## src/hdl/efc_pkg.sv

```systemverilog
// Shared types and constants of the envelope follower compressor.
package efc_pkg;

   // Fixed field widths of the register file and the gain path
   localparam int COEFF_W  = 16;
   localparam int THR_W    = 15;
   localparam int THR_PAD  = 24;
   localparam int GAIN_W   = 16;
   localparam int QUO_W    = 16;
   localparam int MUL_B_W  = 33;
   localparam int CSR_IDX_W = 3;

   localparam logic [GAIN_W-1:0]  UNITY_GAIN    = 16'd32768;
   localparam logic [COEFF_W-1:0] ATTACK_RESET  = 16'd1365;
   localparam logic [COEFF_W-1:0] RELEASE_RESET = 16'd14;
   localparam logic [THR_W-1:0]   THR_RESET     = 15'd9830;
   localparam logic [COEFF_W-1:0] SLOPE_RESET   = 16'd43691;
   localparam logic [COEFF_W-1:0] MAKEUP_RESET  = 16'd19661;

   typedef enum logic [CSR_IDX_W-1:0] {
      CSR_ATTACK  = 3'd0,
      CSR_RELEASE = 3'd1,
      CSR_THRESH  = 3'd2,
      CSR_SLOPE   = 3'd3,
      CSR_MAKEUP  = 3'd4
   } csr_index_type;

   typedef enum logic [3:0] {
      ST_IDLE,
      ST_ENV_MUL,
      ST_ENV_UPD,
      ST_SLOPE_MUL,
      ST_DIV_LOAD,
      ST_DIV_RUN,
      ST_GAIN_MUL,
      ST_OUT_MUL,
      ST_OUT_WRITE
   } state_type;

   typedef struct packed {
      logic busy;
      logic done;
   } div_status_type;

endpackage

```

## src/hdl/efc_mul.sv

```systemverilog
// Shared signed multiplier with a registered product.
module efc_mul
   import efc_pkg::*;
#(
   parameter int A_W = 18,
   parameter int B_W = 33
) (
   input  logic                      clock,
   input  logic                      en,
   input  logic signed [A_W-1:0]     a,
   input  logic signed [B_W-1:0]     b,
   output logic signed [A_W+B_W-1:0] prod
);

   logic signed [A_W+B_W-1:0] prod_ff;
   logic signed [A_W+B_W-1:0] prod_in;

   assign prod_in = (A_W+B_W)'(a) * (A_W+B_W)'(b);

   // hold the product unless the sequencer loads new operands
   always_ff @(posedge clock) begin
      if (en) begin
         prod_ff <= prod_in;
      end
   end

   assign prod = prod_ff;

endmodule

```

## src/hdl/efc_div.sv

```systemverilog
// Restoring radix-2 divider, one quotient bit per cycle.
module efc_div
   import efc_pkg::*;
#(
   parameter int NUM_W = 31,
   parameter int DEN_W = 16
) (
   input  logic                 clock,
   input  logic                 reset,
   input  logic                 start,
   input  logic [NUM_W-1:0]     num,
   input  logic [DEN_W-1:0]     den,
   output logic [QUO_W-1:0]     quo,
   output div_status_type       status
);

   localparam int CNT_W = $clog2(QUO_W);
   localparam logic [CNT_W-1:0] LAST_STEP = CNT_W'(QUO_W - 1);

   logic                busy_ff, busy_in;
   logic                done_ff, done_in;
   logic [CNT_W-1:0]    cnt_ff, cnt_in;
   logic [DEN_W-1:0]    rem_ff, rem_in;
   logic [DEN_W-1:0]    den_ff, den_in;
   logic [QUO_W-1:0]    lo_ff, lo_in;
   logic [QUO_W-1:0]    q_ff, q_in;
   logic [DEN_W:0]      trial;

   assign trial = {rem_ff, lo_ff[QUO_W-1]} - {1'b0, den_ff};

   always_comb begin
      busy_in = busy_ff;
      done_in = 1'b0;
      cnt_in  = cnt_ff;
      rem_in  = rem_ff;
      den_in  = den_ff;
      lo_in   = lo_ff;
      q_in    = q_ff;
      if (start) begin
         // quotient is known to fit QUO_W bits, so the high part is below den
         busy_in = 1'b1;
         cnt_in  = '0;
         rem_in  = DEN_W'(num[NUM_W-1:QUO_W]);
         lo_in   = num[QUO_W-1:0];
         den_in  = den;
         q_in    = '0;
      end else if (busy_ff) begin
         if (!trial[DEN_W]) begin
            rem_in = trial[DEN_W-1:0];
         end else begin
            rem_in = {rem_ff[DEN_W-2:0], lo_ff[QUO_W-1]};
         end
         q_in   = {q_ff[QUO_W-2:0], ~trial[DEN_W]};
         lo_in  = {lo_ff[QUO_W-2:0], 1'b0};
         cnt_in = cnt_ff + 1'b1;
         if (cnt_ff == LAST_STEP) begin
            busy_in = 1'b0;
            done_in = 1'b1;
         end
      end
   end

   always_ff @(posedge clock) begin
      if (reset) begin
         busy_ff <= 1'b0;
         done_ff <= 1'b0;
         cnt_ff  <= '0;
      end else begin
         busy_ff <= busy_in;
         done_ff <= done_in;
         cnt_ff  <= cnt_in;
      end
   end

   always_ff @(posedge clock) begin
      rem_ff <= rem_in;
      den_ff <= den_in;
      lo_ff  <= lo_in;
      q_ff   <= q_in;
   end

   assign quo         = q_ff;
   assign status.busy = busy_ff;
   assign status.done = done_ff;

endmodule

```

## src/hdl/envelope_follower_compressor_top.sv

```systemverilog
// Feed-forward peak compressor: envelope follower, gain divider and output gain.
//
// Usage:
//   Request channel (req_valid / req_stall) carries one word: a signed sample
//   and a block-end mark. Response channel (rsp_valid / rsp_stall) returns one
//   word per request: the compressed, made-up and saturated sample, the gain
//   used (Q1.15, unity 32768), the updated envelope and the echoed mark.
//   The CSR port (csr_valid / csr_ready, index and data) sets attack, release,
//   threshold, ratio slope and makeup gain; csr_ready is always high. Write it
//   only while no word is in flight.
//   One shared multiplier carries all four products and a radix-2 divider
//   yields the 16 gain bits one per cycle; the divider runs only when the
//   envelope is above the threshold. req_stall stays high until the previous
//   result is registered, so no new word is taken before then.
//   The response register parts the two sides: a new request is taken while
//   the last response still waits on rsp_stall; a finished result waits in the
//   last sequencer step until the response register frees.
//   Reset (synchronous, active high) clears the envelope, loads the default
//   register values and empties the response register.
module envelope_follower_compressor_top
   import efc_pkg::*;
#(
   parameter int SAMPLE_BITS = 16
) (
   input  logic                        clock,
   input  logic                        reset,
   // request channel
   input  logic                        req_valid,
   output logic                        req_stall,
   input  logic signed [SAMPLE_BITS-1:0] req_sample_in,
   input  logic                        req_last_of_block,
   // response channel
   output logic                        rsp_valid,
   input  logic                        rsp_stall,
   output logic signed [SAMPLE_BITS-1:0] rsp_sample_out,
   output logic [GAIN_W-1:0]           rsp_gain_applied,
   output logic [SAMPLE_BITS-2:0]      rsp_envelope_level,
   output logic                        rsp_last_out,
   // CSR write channel
   input  logic                        csr_valid,
   output logic                        csr_ready,
   input  logic [CSR_IDX_W-1:0]        csr_index,
   input  logic [COEFF_W-1:0]          csr_data
);

   localparam int EW = SAMPLE_BITS - 1;
   localparam int AW = (SAMPLE_BITS + 1 > 18) ? SAMPLE_BITS + 1 : 18;
   localparam int PW = AW + MUL_B_W;
   localparam int NW = SAMPLE_BITS + 15;
   localparam int TW = THR_W + THR_PAD;

   localparam logic signed [PW-1:0] ENV_HALF = PW'(64'sd1 <<< 15);
   localparam logic signed [PW-1:0] OUT_HALF = PW'(64'sd1 <<< 28);
   localparam logic signed [PW-1:0] Y_MAX    = PW'((64'sd1 <<< (SAMPLE_BITS - 1)) - 64'sd1);
   localparam logic signed [PW-1:0] Y_MIN    = -Y_MAX - PW'(64'sd1);
   localparam logic signed [PW-1:0] ENV_TOP  = Y_MAX;

   // ---------------------------------------------------------------
   // CSR registers
   // ---------------------------------------------------------------
   logic [COEFF_W-1:0] attack_ff, release_ff, slope_ff, makeup_ff;
   logic [THR_W-1:0]   threshold_ff;

   assign csr_ready = 1'b1;

   always_ff @(posedge clock) begin
      if (reset) begin
         attack_ff    <= ATTACK_RESET;
         release_ff   <= RELEASE_RESET;
         threshold_ff <= THR_RESET;
         slope_ff     <= SLOPE_RESET;
         makeup_ff    <= MAKEUP_RESET;
      end else if (csr_valid && csr_ready) begin
         // drop writes to unused indexes
         unique case (csr_index)
            CSR_ATTACK:  attack_ff    <= csr_data;
            CSR_RELEASE: release_ff   <= csr_data;
            CSR_THRESH:  threshold_ff <= csr_data[THR_W-1:0];
            CSR_SLOPE:   slope_ff     <= csr_data;
            CSR_MAKEUP:  makeup_ff    <= csr_data;
            default: ;
         endcase
      end
   end

   // Threshold on the envelope scale: the top EW bits of the padded Q0.15 value
   logic [TW-1:0] thr_wide;
   logic [EW-1:0] thr_w;

   assign thr_wide = {threshold_ff, {THR_PAD{1'b0}}};
   assign thr_w    = thr_wide[TW-1 -: EW];

   // ---------------------------------------------------------------
   // Sequencer and datapath registers
   // ---------------------------------------------------------------
   state_type state_ff, state_in;

   logic signed [SAMPLE_BITS-1:0] x_ff;
   logic                          last_ff;
   logic [EW-1:0]                 env_ff, env_in;
   logic [GAIN_W-1:0]             gain_ff;

   logic signed [PW-1:0]          prod;
   logic                          mul_en;
   logic signed [AW-1:0]          mul_a;
   logic signed [MUL_B_W-1:0]     mul_b;

   logic                          div_start;
   logic [QUO_W-1:0]              div_quo;
   div_status_type                div_status;
   logic [NW-1:0]                 div_num;
   logic [SAMPLE_BITS-1:0]        div_den;

   logic                          rsp_valid_ff;
   logic signed [SAMPLE_BITS-1:0] rsp_sample_ff, rsp_sample_in;
   logic [GAIN_W-1:0]             rsp_gain_ff;
   logic [EW-1:0]                 rsp_env_ff;
   logic                          rsp_last_ff;
   logic                          out_free;

   // Rectified level, most negative sample saturates to full scale
   logic [SAMPLE_BITS-1:0] neg_x;
   logic                   x_is_min;
   logic [EW-1:0]          level;
   logic signed [EW+1:0]   diff_s;
   logic [COEFF_W-1:0]     coeff;
   logic [EW-1:0]          excess;

   assign neg_x    = -x_ff;
   assign x_is_min = x_ff[SAMPLE_BITS-1] && (x_ff[SAMPLE_BITS-2:0] == '0);
   assign level    = x_is_min ? {EW{1'b1}} :
                     (x_ff[SAMPLE_BITS-1] ? neg_x[EW-1:0] : x_ff[EW-1:0]);
   assign diff_s   = $signed({2'b00, level}) - $signed({2'b00, env_ff});
   assign coeff    = (level > env_ff) ? attack_ff : release_ff;
   assign excess   = env_ff - thr_w;

   // Envelope step: round half up, then clamp to the envelope range
   logic signed [PW-1:0] env_rnd, env_delta, env_sum;

   assign env_rnd   = prod + ENV_HALF;
   assign env_delta = env_rnd >>> 16;
   assign env_sum   = PW'($signed({1'b0, env_ff})) + env_delta;

   always_comb begin
      if (env_sum < 0) begin
         env_in = '0;
      end else if (env_sum > ENV_TOP) begin
         env_in = {EW{1'b1}};
      end else begin
         env_in = env_sum[EW-1:0];
      end
   end

   // Output rounding by 2^29 and saturation to the sample range
   logic signed [PW-1:0] out_rnd, out_w;

   assign out_rnd = prod + OUT_HALF;
   assign out_w   = out_rnd >>> 29;

   always_comb begin
      if (out_w > Y_MAX) begin
         rsp_sample_in = Y_MAX[SAMPLE_BITS-1:0];
      end else if (out_w < Y_MIN) begin
         rsp_sample_in = Y_MIN[SAMPLE_BITS-1:0];
      end else begin
         rsp_sample_in = out_w[SAMPLE_BITS-1:0];
      end
   end

   // Reduction numerator and divisor: ((env-thr)*slope + env) / (2*env)
   assign div_num = prod[NW-1:0] + NW'(env_ff);
   assign div_den = {env_ff, 1'b0};

   assign out_free = !rsp_valid_ff || !rsp_stall;

   // Next state
   always_comb begin
      state_in = state_ff;
      unique case (state_ff)
         ST_IDLE:      if (req_valid) state_in = ST_ENV_MUL;
         ST_ENV_MUL:   state_in = ST_ENV_UPD;
         ST_ENV_UPD:   state_in = ST_SLOPE_MUL;
         ST_SLOPE_MUL: state_in = (env_ff > thr_w) ? ST_DIV_LOAD : ST_GAIN_MUL;
         ST_DIV_LOAD:  state_in = ST_DIV_RUN;
         ST_DIV_RUN:   if (div_status.done) state_in = ST_GAIN_MUL;
         ST_GAIN_MUL:  state_in = ST_OUT_MUL;
         ST_OUT_MUL:   state_in = ST_OUT_WRITE;
         ST_OUT_WRITE: if (out_free) state_in = ST_IDLE;
         default:      state_in = ST_IDLE;
      endcase
   end

   // Sequencer outputs: multiplier operands, divider start, request stall
   always_comb begin
      mul_en    = 1'b0;
      mul_a     = '0;
      mul_b     = '0;
      div_start = 1'b0;
      req_stall = 1'b1;
      unique case (state_ff)
         ST_IDLE: begin
            req_stall = 1'b0;
         end
         ST_ENV_MUL: begin
            mul_en = 1'b1;
            mul_a  = AW'(diff_s);
            mul_b  = MUL_B_W'($signed({1'b0, coeff}));
         end
         ST_SLOPE_MUL: begin
            mul_en = 1'b1;
            mul_a  = AW'($signed({1'b0, excess}));
            mul_b  = MUL_B_W'($signed({1'b0, slope_ff}));
         end
         ST_DIV_LOAD: begin
            div_start = 1'b1;
         end
         ST_GAIN_MUL: begin
            mul_en = 1'b1;
            mul_a  = AW'($signed({1'b0, gain_ff}));
            mul_b  = MUL_B_W'($signed({1'b0, makeup_ff}));
         end
         ST_OUT_MUL: begin
            // gain times makeup is below 2^31, so its low 32 bits carry it all
            mul_en = 1'b1;
            mul_a  = AW'(x_ff);
            mul_b  = MUL_B_W'($signed({1'b0, prod[MUL_B_W-2:0]}));
         end
         ST_ENV_UPD, ST_DIV_RUN, ST_OUT_WRITE: ;
         default: ;
      endcase
   end

   always_ff @(posedge clock) begin
      if (reset) begin
         state_ff <= ST_IDLE;
         env_ff   <= '0;
      end else begin
         state_ff <= state_in;
         if (state_ff == ST_ENV_UPD) begin
            env_ff <= env_in;
         end
      end
   end

   // Payload registers: capture the request, hold the gain
   always_ff @(posedge clock) begin
      if (state_ff == ST_IDLE && req_valid) begin
         x_ff    <= req_sample_in;
         last_ff <= req_last_of_block;
      end
      if (state_ff == ST_SLOPE_MUL && !(env_ff > thr_w)) begin
         gain_ff <= UNITY_GAIN;
      end else if (state_ff == ST_DIV_RUN && div_status.done) begin
         gain_ff <= UNITY_GAIN - div_quo;
      end
   end

   // Response register
   always_ff @(posedge clock) begin
      if (reset) begin
         rsp_valid_ff <= 1'b0;
      end else if (state_ff == ST_OUT_WRITE && out_free) begin
         rsp_valid_ff <= 1'b1;
      end else if (!rsp_stall) begin
         rsp_valid_ff <= 1'b0;
      end
   end

   always_ff @(posedge clock) begin
      if (state_ff == ST_OUT_WRITE && out_free) begin
         rsp_sample_ff <= rsp_sample_in;
         rsp_gain_ff   <= gain_ff;
         rsp_env_ff    <= env_ff;
         rsp_last_ff   <= last_ff;
      end
   end

   assign rsp_valid          = rsp_valid_ff;
   assign rsp_sample_out     = rsp_sample_ff;
   assign rsp_gain_applied   = rsp_gain_ff;
   assign rsp_envelope_level = rsp_env_ff;
   assign rsp_last_out       = rsp_last_ff;

   // ---------------------------------------------------------------
   // Shared arithmetic units
   // ---------------------------------------------------------------
   efc_mul #(
      .A_W (AW),
      .B_W (MUL_B_W)
   ) u_mul (
      .clock (clock),
      .en    (mul_en),
      .a     (mul_a),
      .b     (mul_b),
      .prod  (prod)
   );

   efc_div #(
      .NUM_W (NW),
      .DEN_W (SAMPLE_BITS)
   ) u_div (
      .clock  (clock),
      .reset  (reset),
      .start  (div_start),
      .num    (div_num),
      .den    (div_den),
      .quo    (div_quo),
      .status (div_status)
   );

   // ---------------------------------------------------------------
   // Assertions
   // ---------------------------------------------------------------
   a_gain_range: assert property (@(posedge clock) disable iff (reset)
      rsp_valid |-> rsp_gain_applied <= UNITY_GAIN)
      else $error("gain above unity");

   a_gain_only_above_thr: assert property (@(posedge clock) disable iff (reset)
      (rsp_valid && rsp_gain_applied != UNITY_GAIN) |-> rsp_envelope_level > thr_w)
      else $error("gain reduced with envelope at or below threshold");

   a_div_in_run: assert property (@(posedge clock) disable iff (reset)
      (div_status.busy || div_status.done) |-> state_ff == ST_DIV_RUN)
      else $error("divider active outside its sequencer step");

   a_busy_after_accept: assert property (@(posedge clock) disable iff (reset)
      (req_valid && !req_stall) |=> req_stall)
      else $error("request taken while a word is in flight");

endmodule
```

## config.mk

```make
export PLATFORM = sky130hd
export DESIGN_NAME = envelope_follower_compressor_top
export DESIGN_NICKNAME = d
export VERILOG_FILES = /design/src/hdl/efc_pkg.sv /design/src/hdl/efc_mul.sv /design/src/hdl/efc_div.sv /design/src/hdl/envelope_follower_compressor_top.sv
export SDC_FILE = /design/constraint.sdc
export NUM_CORES = 2
export LEC_CHECK = 0
export ABC_AREA = 1
export BUFFER_PORTS_ARGS = -buffer_cell sky130_fd_sc_hd__buf_2
export CORE_ASPECT_RATIO = 0.75
export CORE_MARGIN = 5
export CORE_UTILIZATION = 50
export CTS_CLUSTER_SIZE = 10
export DETAILED_ROUTE_END_ITERATION = 12
export GPL_TIMING_DRIVEN = 0
export PLACE_DENSITY = 0.69
export SLEW_MARGIN = 20
export SYNTH_ARGS = -nofsm -noshare
export SYNTH_HDL_FRONTEND = slang
export SYNTH_SLANG_ARGS = --single-unit
```

## constraint.sdc

```tcl
create_clock -name clock -period 9.9 [get_ports clock]
set_clock_uncertainty 0.15 [all_clocks]
set_input_delay 0.99 -clock clock [delete_from_list [all_inputs] [get_ports clock]]
set_output_delay 0.99 -clock clock [all_outputs]
set_load 0.1 [all_outputs]
```

=== Word-level counts from Yosys, hierarchy flattened ===
Cells that the tools add are included.

* Flip-flop bits (word level): 300
* Logic and storage cells: 109
* Output and inout port bits: 51
* Input bits: 41

* Reduce and logical (&&, ||, !) cells: 22
* Add/sub/neg operators: 10
* Bitwise gates (word level): 2
* $lt $le $gt $ge: 6
* Multiply operators: 1
* Multiplexer cells: 27
* Equality and inequality tests: 17

{| class="wikitable"
|+ Operator list
! kind !! number
|-
| 32-bit case mux with 4 select lines || 1
|-
| 15-bit 2-to-1 mux || 6
|-
| 16-bit 2-to-1 mux || 5
|-
| 18-bit case mux with 4 select lines || 1
|-
| 51-bit by 17-bit adder with 51-bit output, second input constant || 1
|-
| 51-bit by 30-bit adder with 51-bit output, second input constant || 1
|-
| 18-bit by 33-bit multiplier with 51-bit output || 1
|-
| 16-bit by 35-bit adder with 36-bit output || 1
|-
| 36-bit by 16-bit greater-than comparator with 1-bit output, second input constant || 1
|-
| 36-bit by 1-bit less-than comparator with 1-bit output, second input constant || 1
|-
| 4-bit case mux with 9 select lines || 1
|-
| 31-bit by 15-bit adder with 31-bit output || 1
|-
| 15-bit greater-than comparator || 2
|-
| 22-bit by 16-bit greater-than comparator with 1-bit output, second input constant || 1
|-
| 22-bit by 16-bit less-than comparator with 1-bit output, second input constant || 1
|-
| 17-bit by 16-bit subtractor with 17-bit output || 1
|-
| 4-bit by 3-bit equality test with 1-bit output, second input constant || 4
|-
| 15-bit by 15-bit subtractor with 16-bit output || 1
|-
| 16-bit subtractor, first input constant || 1
|-
| 15-bit logical NOT || 1
|-
| 15-bit negator || 1
|-
| 15-bit subtractor || 1
|-
| 4-bit 2-to-1 mux || 3
|-
| 2-bit AND reduction || 5
|-
| 22 further kinds || 42
|}

=== Longest topological paths before layout ===
* Depth after elaboration: 7
* Mapped depth: 56

=== Cells and area by module ===
Synthesis repeated with hierarchy kept, for this count alone.

* Cells, all modules: 5637
* Area, all modules: 41230.8 um2

{| class="wikitable"
|+ Modules (own cells, without submodules)
! module !! area an instance (um2) !! seq. area each (um2) !! cells an instance !! times used
|-
| efc_mul || 24086.9 || 1531.5 || 3173 || 1
|-
| envelope_follower_compressor_top || 13146.4 || 4254.1 || 1957 || 1
|-
| efc_div || 3997.6 || 1871.8 || 507 || 1
|}

=== Worst setup path before layout ===
OpenSTA, ideal clock, no wires.

* Path kind: reg-to-reg
* From: register x_ff[1]
* To: register u_mul.prod_ff[46], in the netlist u_mul.prod[46] (data pin)
* Setup time: 262 ps
* Cell stages (with the launch flop): 54
* Arrival time: 8811 ps
* Setup slack: 677 ps
* Data required time: 9488 ps
* Buffers on the path: 2
* Cell sequence: edfxtp_1 inv_1 ha_1 nand2_1 nor2_1 nand3_1 nor3_1 nand3_1 nand2_1 inv_1 ha_1 fa_1 o21ai_1 a21oi_1 o21bai_1 nand2_1 inv_1 nor2_1 [... 18 more ...] inv_1 fa_1 inv_1 fa_1 inv_1 ha_1 a21oi_1 inv_1 a31oi_1 o21ai_0 nand2_1 nand2_1 a21oi_1 o21ai_0 nand3_1 o211ai_1 a211oi_1 xnor2_1

* Cells in the longest elaborated chain, start to end: 7
* Elaborated cells between the ends (all ways): 11
* Those cells by class: 2 x add/sub; 1 x mul; 1 x order compare; 5 x mux; 2 x reduce/logical

{| class="wikitable"
|+ RTL lines
! item !! line !! RTL
|-
| from (decl) || envelope_follower_compressor_top.sv:98 || <nowiki>logic signed [SAMPLE_BITS-1:0] x_ff;</nowiki>
|-
| from (signal assigned) || envelope_follower_compressor_top.sv:248 || <nowiki>x_ff <= req_sample_in;</nowiki>
|-
| 15-bit negator or 15-bit logical NOT (tied branches) || envelope_follower_compressor_top.sv:129, envelope_follower_compressor_top.sv:130 ||
|-
| 15-bit 2-to-1 mux or 1-bit logical AND (tied branches) || envelope_follower_compressor_top.sv:132, envelope_follower_compressor_top.sv:130 ||
|-
| 15-bit 2-to-1 mux || envelope_follower_compressor_top.sv:131 || <nowiki>assign level = x_is_min ? {EW{1'b1}} :</nowiki>
|-
| 15-bit greater-than comparator || envelope_follower_compressor_top.sv:134 || <nowiki>assign coeff = (level > env_ff) ? attack_ff : release_ff;</nowiki>
|-
| 16-bit 2-to-1 mux || envelope_follower_compressor_top.sv:134 ||
|-
| 32-bit case mux with 4 select lines || envelope_follower_compressor_top.sv:200 || <nowiki>unique case (state_ff)</nowiki>
|-
| 18-bit by 33-bit multiplier with 51-bit output (*) || efc_mul.sv:18 || <nowiki>assign prod_in = (A_W+B_W)'(a) * (A_W+B_W)'(b);</nowiki>
|-
| via u_mul.prod_in[46] || efc_mul.sv:16 || <nowiki>logic signed [A_W+B_W-1:0] prod_in;</nowiki>
|-
| to (signal assigned) || efc_mul.sv:23 || <nowiki>prod_ff <= prod_in;</nowiki>
|-
| to (decl) || efc_mul.sv:15 || <nowiki>logic signed [A_W+B_W-1:0] prod_ff;</nowiki>
|}

Mark *: on every way through the listed nets, which the timed path passes. The rest lies on a longest branch.
A chain may end at the register's enable or synchronous reset.

=== Worst setup path in the final report ===
* From: register x_ff[0]
* To: register u_mul.prod_ff[49], in the netlist u_mul.prod[49] (data pin)

Same word-level chain as after synthesis.

==> summary.md <==
| Metric | Value |
|---|---|
| Grt ovf | `0` |
| Largest net degree at the start of global routing | `34` |
| Sw Ratio | `42.11%` |
| Reg2Reg Launch Point | `x_ff[0]` |
| Vias | `32078` |
| Post-route ant nets | `0` |
| Dpl ws | `-1.417 ns` |
| Vias in the first global route | `between 30000 and 40000` |
| Non-filler instance count after layout | `between 5000 and 6000` |
| Placed inst area | `around 0.038 mm^2` |
| CP max FO | `6` |
| Kind of critical path | `flip-flop to flip-flop` |
| H-tree Lvls | `2` |
| Worst setup margin | `around 0.059 ns` |
| DRC Markers | `0` |
| Area grow syn2layout | `13.99%` |
| Max frequency | `~100 MHz` |
| I/O Pins | `just over 90` |
| Die area | `0.07872 mm^2` |
| # rows | `between 80 and 90` |
| Gpl congestion | `0.9879` |
| Final Cycle Share | `between 90% and 100%` |
| # hold bufs at CTS | `0` |
| Post-synthesis cell count | `approximately 4700` |
| Internal power | `a little over 3 mW` |
| Power share of the combinational group | `about 45%` |
| Top delay family on crit path | `adder cells` |
| LEAKAGE | `about 20 nW` |
| Mean Syn Cell Area | `7.794 um^2` |
| Number of CTS-inserted buffers | `37` |
| Hold Path Stages | `0` |
| Core Region | `0.07211 mm^2` |
| DR iter-0 viols | `about 3300` |
| Hold Path Sink | `rsp_last_out` |
| Synth warn | `0` |
| First-pass GRT wire length | `~180000 um` |
| Synthesized flop and latch total | `300` |
| Sinks on Clock Net | `300` |
| Total GRT Usage | `29.36%` |
| Max rail drop VDD | `0.1135 mV` |
| Setup crit end kind | `flip-flop` |
| Crit path buf inv count | `11` |
| Power share of the clock group | `25.2%` |
| Post-Syn Nets | `5458` |
| Setup violators final | `0` |
| Share of cells above drive strength 1 | `between 10% and 20%` |
| CTS root buffer | `clkbuf_16` |
| Fill cells | `6579` |
| Avg Vias per Cell | `~5.4` |
| Worst-case reg-to-reg path depth | `52` |
| # diodes | `0` |
| Final min period | `9.841 ns` |
| Slew Viols, Final | `0` |
| Effective utilization at floorplan | `50.73%` |
| Startpoint types | `flip-flop` |
| Initial antenna violation count | `0` |
| Hold wc startpoint | `last_ff` |
| Fin. Hold Viols | `0` |
| Maxcap violations | `0` |
| Routed WL | `118200 um` |
| Hold Slack | `approximately 0.3 ns` |
| Clock Path Buffers | `3` |
| Mapped cell area | `0.03658 mm^2` |
| Setup TNS | `0 ns` |
| Main synth FF type | `edfxtp_1` |
| Net switching power | `2.199 mW` |
| Slew headroom | `27.11%` |
| Reg2reg setup slack | `0.06 ns` |
| Status | `complete, no violations` |
| EDFF count, synth | `162` |
| Overall power | `between 5 and 6 mW` |
| Worst Path Arrival | `about 10 ns` |
| Clk_lat worst skew | `0.58 ns` |
| CTS tree | `yes` |
| DP Wirelength | `93830 um` |
| Seq/Total Area, Yosys | `20.85%` |
| Chip height | `244.2 um` |
| Placed insts | `around 5700` |
| Critical Path RT | `10.07 ns` |
| PortBufs | `90` |
| Sequential cell area | `0.007627 mm^2` |
| Worst min-delay path class | `flip-flop to flip-flop` |
| Worst r2r dst | `u_mul.prod[49]` |
| Library cells used by synthesis | `63` |
| Worst path max stage delay | `0.52 ns` |
| P per Cell Area | `125.2 mW/mm^2` |
| Die X | `322.3 um` |
| Multi-input logic area | `0.02568 mm^2` |
| Final nets | `5689` |
| Wire per inst | `20.04 um` |
| Critical-path top delay cell | `fa_2` |
| First-pass DRT Iterations | `5` |
| Worst slew pin tran | `1.089 ns` |
| RSZ-0062 raised after global routing | `yes` |
| Post-layout utilization of the core | `57.82%` |
| Final Cell Area | `0.04169 mm^2` |
| Asr flop ratio synth | `0%` |
| Flop pwr share | `29.6%` |
| CTS clk-pin slew, worst paths | `0.06 ns` |
-- layer usage --
metal / vias to the layer above / track usage, % / routed length (um)
li1: 14825 / - / -
met1: 15406 / 45.20 / 51740
met2: 1639 / 41.46 / 48170
met3: 208 / 7.489 / 15240
met4: 0 / 6.826 / 3100
met5: - / 0 / 0
-- timing repair --
item,4_1_cts,5_1_grt
setup buffers,19,77
resized for setup,136,314
pin swaps,17,150
endpoints found under the setup margin,38,30
cloned,0,3
-- power groups by stage --
| stage | Combinational [mW] | Sequential (mW) | Clock, mW |
|---|---|---|---|
| after global placement | 1.93 | 1.57 | 0 |
| after global routing | 2.57 | 1.55 | 1.39 |
| after CTS | 2.06 | 1.54 | 1.34 |
| final | 2.36 | 1.55 | 1.31 |
| after detailed placement | 1.96 | 1.57 | 0 |
| after floorplan | 1.34 | 1.52 | 0 |
-- registers in the layout, indices dropped and copies added (netlist names), 15 cells and up --
name	flops
u_mul.prod	51
attack_ff	16
gain_ff	16
makeup_ff	16
release_ff	16
rsp_gain_applied	16
rsp_sample_out	16
slope_ff	16
u_div.lo_ff	16
u_div.quo	16
u_div.rem_ff	16
x_ff	16
env_ff	15
rsp_envelope_level	15
thr_w	15
u_div.den_ff	15
-- worst register-to-register path: cells and delay by family, from the launching register on --
kind,cells,cell delay (ns)
adders and majority gates,10,3.91
and+or+nand+nor,22,2.29
AOI/OAI and AO/OA,9,1.54
buffers and inverters,11,1.24
DFF,1,0.45
-- cell type report --
cell class | instances | area share (%)
buffer | 139 | 1.804
clock buffer | 53 | 2.413
clock inverter | 7 | 0.3571
inverter | 1023 | 9.345
multi-input combinational | 3231 | 61.59
sequential | 300 | 18.29
tap | 957 | 2.872
timing repair buffer | 192 | 3.331
-- cell usage in the layout (no fill, tap or decap), types with 24 or more instances in the layout --
master	synthesis	routed
nor2_2	8	31
o21ai_0	222	196
xor2_1	99	98
inv_1	1008	953
a21oi_1	191	160
clkbuf_16	0	39
buf_2	16	94
buf_4	3	92
nand2_2	35	60
inv_2	11	49
nand2_1	1020	989
fa_2	0	28
clkbuf_1	112	102
fa_1	485	457
edfxtp_1	162	162
ha_1	239	211
nand3_1	147	136
xnor2_1	40	40
dfxtp_1	138	138
nor2_1	505	470
ha_4	0	24
a21oi_2	11	33
nor3_1	37	30
-- synth_stat cells, drive strengths merged, types with 3 or more instances --
cell type,count,area (um^2)
o21bai,9,67.56
buf,27,148.9
a22oi,15,112.6
a22o,8,70.07
nor4,6,37.54
o2111ai,5,43.79
clkinv,4,15.01
nand2,1062,4126
dfxtp,138,2763
nand4,11,68.82
o211ai,20,150.1
a221oi,9,78.83
a21oi,202,1052
o21ai,225,1126
clkbuf,112,420.4
o31ai,3,22.52
nor3,39,211.5
o21a,6,45.04
a211oi,6,45.04
nand3,151,775.8
nor2,525,2116
o221ai,4,35.03
nand3b,3,22.52
edfxtp,162,4865
a21o,6,45.04
o22ai,9,56.30
or2,10,62.56
a21boi,7,52.55
inv,1019,3825
xor2,100,883.4
ha,239,2990
a31oi,13,81.33
xnor2,40,350.3
fa,485,9709
-- cells by family (layout without fill, tap and decap cells) --
logic type	after synthesis	in the layout	synth area share, %
compound gates	554	554	8.603
xor+xnor	140	140	3.373
fa+ha+maj	724	724	34.72
buf+inv	1162	1414	12.05
flops	300	300	20.85
other cells	1	1	0.01025
simple gates	1812	1812	20.38
-- worst max-delay path by stage --
stage	to	from	slack, ns	cells after the start
3_3_place_gp	u_mul.prod[46]	x_ff[0]	-1.39	45
5_1_grt	u_mul.prod[49]	x_ff[3]	-0.30	53
3_5_place_dp	u_mul.prod[47]	x_ff[0]	-1.42	50
2_1_floorplan	u_mul.prod[46]	x_ff[1]	0.68	53
4_1_cts	u_mul.prod[49]	x_ff[1]	0.001	50
6_report	u_mul.prod[49]	x_ff[0]	0.06	52
Power figures use the tool's default switching activity.
